File: config.mk
export PLATFORM = sky130hd
export DESIGN_NAME = brlt_mem
export DESIGN_NICKNAME = d
export VERILOG_FILES = /design/src/hw/rtl/brlt_pkg.sv /design/src/hw/rtl/brlt_mem.sv
export SDC_FILE = /design/constraint.sdc
export NUM_CORES = 2
export LEC_CHECK = 0
export CORE_ASPECT_RATIO = 0.75
export CORE_MARGIN = 2
export CORE_UTILIZATION = 38
export DETAILED_ROUTE_END_ITERATION = 10
export DONT_BUFFER_PORTS = 1
export SYNTH_ARGS = -nofsm -noshare
export SYNTH_HDL_FRONTEND = slang
export SYNTH_SLANG_ARGS = --single-unit
File: constraint.sdc
create_clock -name clk_i -period 21.6 [get_ports clk_i]
set_clock_uncertainty 0.05 [all_clocks]
set_input_delay 1.08 -clock clk_i [delete_from_list [all_inputs] [get_ports clk_i]]
set_output_delay 1.08 -clock clk_i [all_outputs]
set_load 0.02 [all_outputs]
File: src/hw/rtl/brlt_pkg.sv
// shared types and constants for the byte range lock table
package brlt_pkg;

  localparam logic [1:0] OP_TEST   = 2'd0;
  localparam logic [1:0] OP_LOCK   = 2'd1;
  localparam logic [1:0] OP_UNLOCK = 2'd2;
  localparam logic [1:0] OP_NOP    = 2'd3;

  localparam logic [1:0] ST_OK       = 2'd0;
  localparam logic [1:0] ST_CONFLICT = 2'd1;
  localparam logic [1:0] ST_FULL     = 2'd2;

  typedef enum logic [2:0] {
    S_IDLE,
    S_READ,
    S_EVAL,
    S_SHIFT_RD,
    S_SHIFT_WR,
    S_DONE
  } state_e;

  typedef struct packed {
    logic [15:0] owner;
    logic [63:0] start;
    logic [63:0] length;
    logic        excl;
  } entry_t;

  // last byte of a range, all ones for length zero
  function automatic logic [63:0] range_end(input logic [63:0] s, input logic [63:0] l);
    range_end = (l == 64'd0) ? '1 : (s + l - 64'd1);
  endfunction

endpackage

File: src/hw/rtl/brlt_mem.sv
// entry storage: one write port, one registered read port
module brlt_mem #(
  parameter int DEPTH = 16,
  parameter int AW = 4
) (
  input  logic                clk_i,
  input  logic                we_i,
  input  logic [AW-1:0]       waddr_i,
  input  brlt_pkg::entry_t    wdata_i,
  input  logic [AW-1:0]       raddr_i,
  output brlt_pkg::entry_t    rdata_o
);

  brlt_pkg::entry_t mem_q [DEPTH];

  // write port
  always_ff @(posedge clk_i) begin
    if (we_i) mem_q[waddr_i] <= wdata_i;
  end

  // read port
  always_ff @(posedge clk_i) begin
    rdata_o <= mem_q[raddr_i];
  end

endmodule

==> summary.md <==
The tools report the post-route standard cell area excluding fillers as 0.1013 mm². The cell count after synthesis was 3786; the number of detailed-routing iterations run before antenna repair was 5. The total power divided by cell area was 97.57 mW/mm². Setup repair after global routing left no endpoint under its margin. The most critical setup path has its endpoint at mem_q[2][13].

Once the clock tree was built, the resizer swapped 0 gates to a different size. Once detailed placement completed, the half-perimeter wirelength came to 102100 µm. The detailed-route via count is 39.20k, and the reported net switching power is 2016 µW. After detailed routing, the number of remaining DRC violations is 0. Setup violations remaining at the end of the flow were counted as 0.

Leaving out fill and tap cells, the most frequent cell in the layout is edfxtp_1. The max-capacitance violation count was 0. The critical path runs through a total of 5 cells. TritonCTS built the clock tree.

Along the worst path, the maximum fanout reaches 55. A synthesized cell averages 23.75 µm². STA classifies the critical path endpoint as a register. Per report_power, the clock group accounts for 41.8% of the total.

VDD sags by at most 0.00006822 V. The time the final worst path needs with I/O delays and setup works out to 3.905 ns. Net switching fraction of the power: 20.39%. The first-pass GRT wire length is 298100 µm, and the area fraction of the dominant cell type after synthesis is 77.46%. The logs give 0 for the count of hold buffers inserted by post-cts repair and 0 for the global route total overflow. Ranked by total cell area, the synthesized netlist is headed by edfxtp_1 77%, mux4_2 14%, dfxtp_1 3.2%. The number of buffers inserted by port buffering works out to 0. For the number of nets still failing antenna checks after routing, the log shows 0. The summed negative setup slack over all endpoints is 0 ns, and the peak per-stage delay on the critical path is 0.91 ns. In the final routed layout, each cell accounts on average for 28.91 µm. The detailed router finished its first iteration with 3931 violations. The register bit total from synthesis came out at 2465. In this run the tightest slew margin relative to its limit is -2.155%. The initial antenna violation count was 1; the number of top-level design ports was 300. Dividing the detail-routed via count by the number of cells gives 5.442. Static timing analysis puts the maximum clock frequency at 256.1 MHz. In this run the critical register-to-register path is captured at rdata_o[137]. The critical path goes through or3b_2 > nor2_4 > buf_4 > buf_4 > buf_4. The critical path's slowest cell is buf_4. From left edge to right edge, the die measures 565.8 µm. Path category of the worst min-delay check: in2reg. Global routing used 17.11% of the available tracks across all layers.

The number of max-slew violations in the final report is 29. The clock transition at the register clock pins on the worst setup and hold paths after CTS is 0.07 ns. The post-route netlist has 25.55% of its cells at a drive strength greater than 1. OpenSTA, run right after detailed placement, puts the worst setup slack at 16.68 ns.

Cell with the most instances on the worst path: buf_4. In this design, the largest share of critical-path delay is due to buffers and inverters. At the end of routability-driven placement, the weighted congestion stood at 0.6967. Tracing the worst setup path back leads to its startpoint at waddr_i[2]. CTS placed an instance of clkbuf_16 at the clock tree root.

The leading area contributor after synthesis was edfxtp_1. For the number of endpoints with negative hold slack in the final report, the log shows 0. In this run the vertical extent of the chip is 425.3 µm.

The tools report the effective utilization at floorplan as 38.26%. The final layout contains routed wiring with a total length of 208200 µm. The internal power of the cells totals 7869 µW.

The count of cells along the worst register-to-register path works out to 3. The number of rows created at floorplan came out at 154. The worst setup path is launched from an input pin.

The area growth from synthesis to layout is 12.63%. The share of the core filled with cells is 43.09%. The post-placement cell area came out at 0.09351 mm².

In the final design database the tool counted 4037 nets. After synthesis the cells add up to 0.08994 mm². The number of buffers on the longest clock path was 4; the setup slack on the worst flop-to-flop path was 19.90 ns. Relative contribution of combinational cells to total power: 3.2%.

Of the available clock period, the critical path in the final layout requires 18.08%. For the pin with the worst max-slew slack, the measured transition is 1.532 ns. The checks that failed: max-slew violations. In this run, CTS created clock tree buffers numbering 233. Data on the critical path is required at its endpoint by 21.99 ns. The flow ran to the end, but the final reports show violations. The total number of yosys warnings is 0. The count of cells in the finished layout, fillers not included, comes to 7202. Leaving out fill and tap cells, the most frequent cells in the layout are 2320 x edfxtp_1, 546 x mux4_2, 250 x a22oi_1. Area of the die: 0.2406 mm². The critical path contains buffers and inverters numbering 3 combined. Source of the worst register-to-register timing path: mem_q[7][137]. Data on the critical path arrives at its endpoint at 4.29 ns. For the number of post-CTS setup repair buffers, the log shows 0. After synthesis, flip-flops and latches occupy 80.69% of the total area. The H-tree generated during clock tree synthesis spans 4 levels. Registers are responsible for 55.0% of the overall power. The start-to-end type of the worst setup path is in2reg. The number of nets in the synthesized netlist is 3941. The tools report the number of global-route vias before repair as 40.72k. The analysis attributes to cell leakage a power of 0.03138 µW. The final worst slack was 17.70 ns; the core outline area was 0.2351 mm². The post-placement cell count was 6763; the largest net degree at the start of global routing was 587.

The clock sink total is 2465, and the clock insertion delay at the later pin of the skew report is 0.86 ns. The count of different cell masters after synthesis is 25.
-- cells by family after synthesis --
logic type | after synthesis | synth area share, %
multiplexers | 633 | 14.73
flip-flops | 2465 | 80.69
AND/OR/NAND/NOR | 184 | 0.9224
AO/OA/AOI/OAI | 305 | 2.560
buffers and inverters | 199 | 1.100
-- routing by layer --
metal,GRT usage [%],vias to the layer above,share of wire (%)
li1,-,16350,-
met1,23.06,21490,42
met2,27.88,1027,49
met3,4.282,321,6.9
met4,4.252,0,2.3
met5,0,-,0
-- state kept, by name, indices dropped and copies added, names as in the netlist --
register  cells
mem_q      2320
rdata_o     145
-- power groups by stage --
stage / Combinational, µW / Sequential, µW / Clock, µW
after floorplan: 257 / 5520 / 0
after global placement: 284 / 5550 / 0
after detailed placement: 284 / 5550 / 0
after CTS: 286 / 5450 / 4220
after global routing: 338 / 5450 / 4400
final: 315 / 5440 / 4130
-- layout make-up --
| type | count | area (µm²) |
|---|---|---|
| clock buffers | 314 | 6355 |
| diodes | 3 | 7.507 |
| well taps | 3120 | 3904 |
| clock inverters | 118 | 1310 |
| multi-input cells | 1122 | 16520 |
| repair buffers | 60 | 630.6 |
| flip-flops and latches | 2465 | 72570 |
| fillers | 19830 | 133800 |
-- cell usage after synthesis --
cell	n
a221oi_1	13
a22oi_1	250
and2_1	3
buf_1	9
buf_2	95
buf_4	21
buf_6	6
clkbuf_1	68
dfxtp_1	145
edfxtp_1	2320
mux2_2	62
mux2i_1	25
mux4_2	546
nand2_1	113
nand2b_1	17
nand3_1	1
nand3b_1	2
nor2_1	15
nor2b_1	27
nor3_1	4
o21ai_0	15
o221ai_1	21
o22a_1	6
or2_2	1
or3b_2	1
-- worst min-delay path by stage --
stage / startpoint / to / slack [ns] / cells past startpoint
after floorplan: mem_q[14][100] / rdata_o[100] / 0.58 / 3
after global placement: mem_q[15][24] / rdata_o[24] / 0.60 / 3
after detailed placement: mem_q[12][59] / rdata_o[59] / 0.60 / 3
after CTS: wdata_i[100] / mem_q[8][100] / 0.16 / 0
after global routing: wdata_i[100] / mem_q[8][100] / 0.18 / 0
final: wdata_i[28] / mem_q[6][28] / 0.24 / 0
-- per-stage QoR --
stage | total power, µW | hold WS (ns)
floorplan | 5781 | 0.5849
global placement | 5830 | 0.5989
detailed placement | 5834 | 0.6035
CTS | 9957 | 0.1645
global route | 10190 | 0.1802
finish | 9884 | 0.2378
Note: power is estimated with default switching activity, not from simulation.
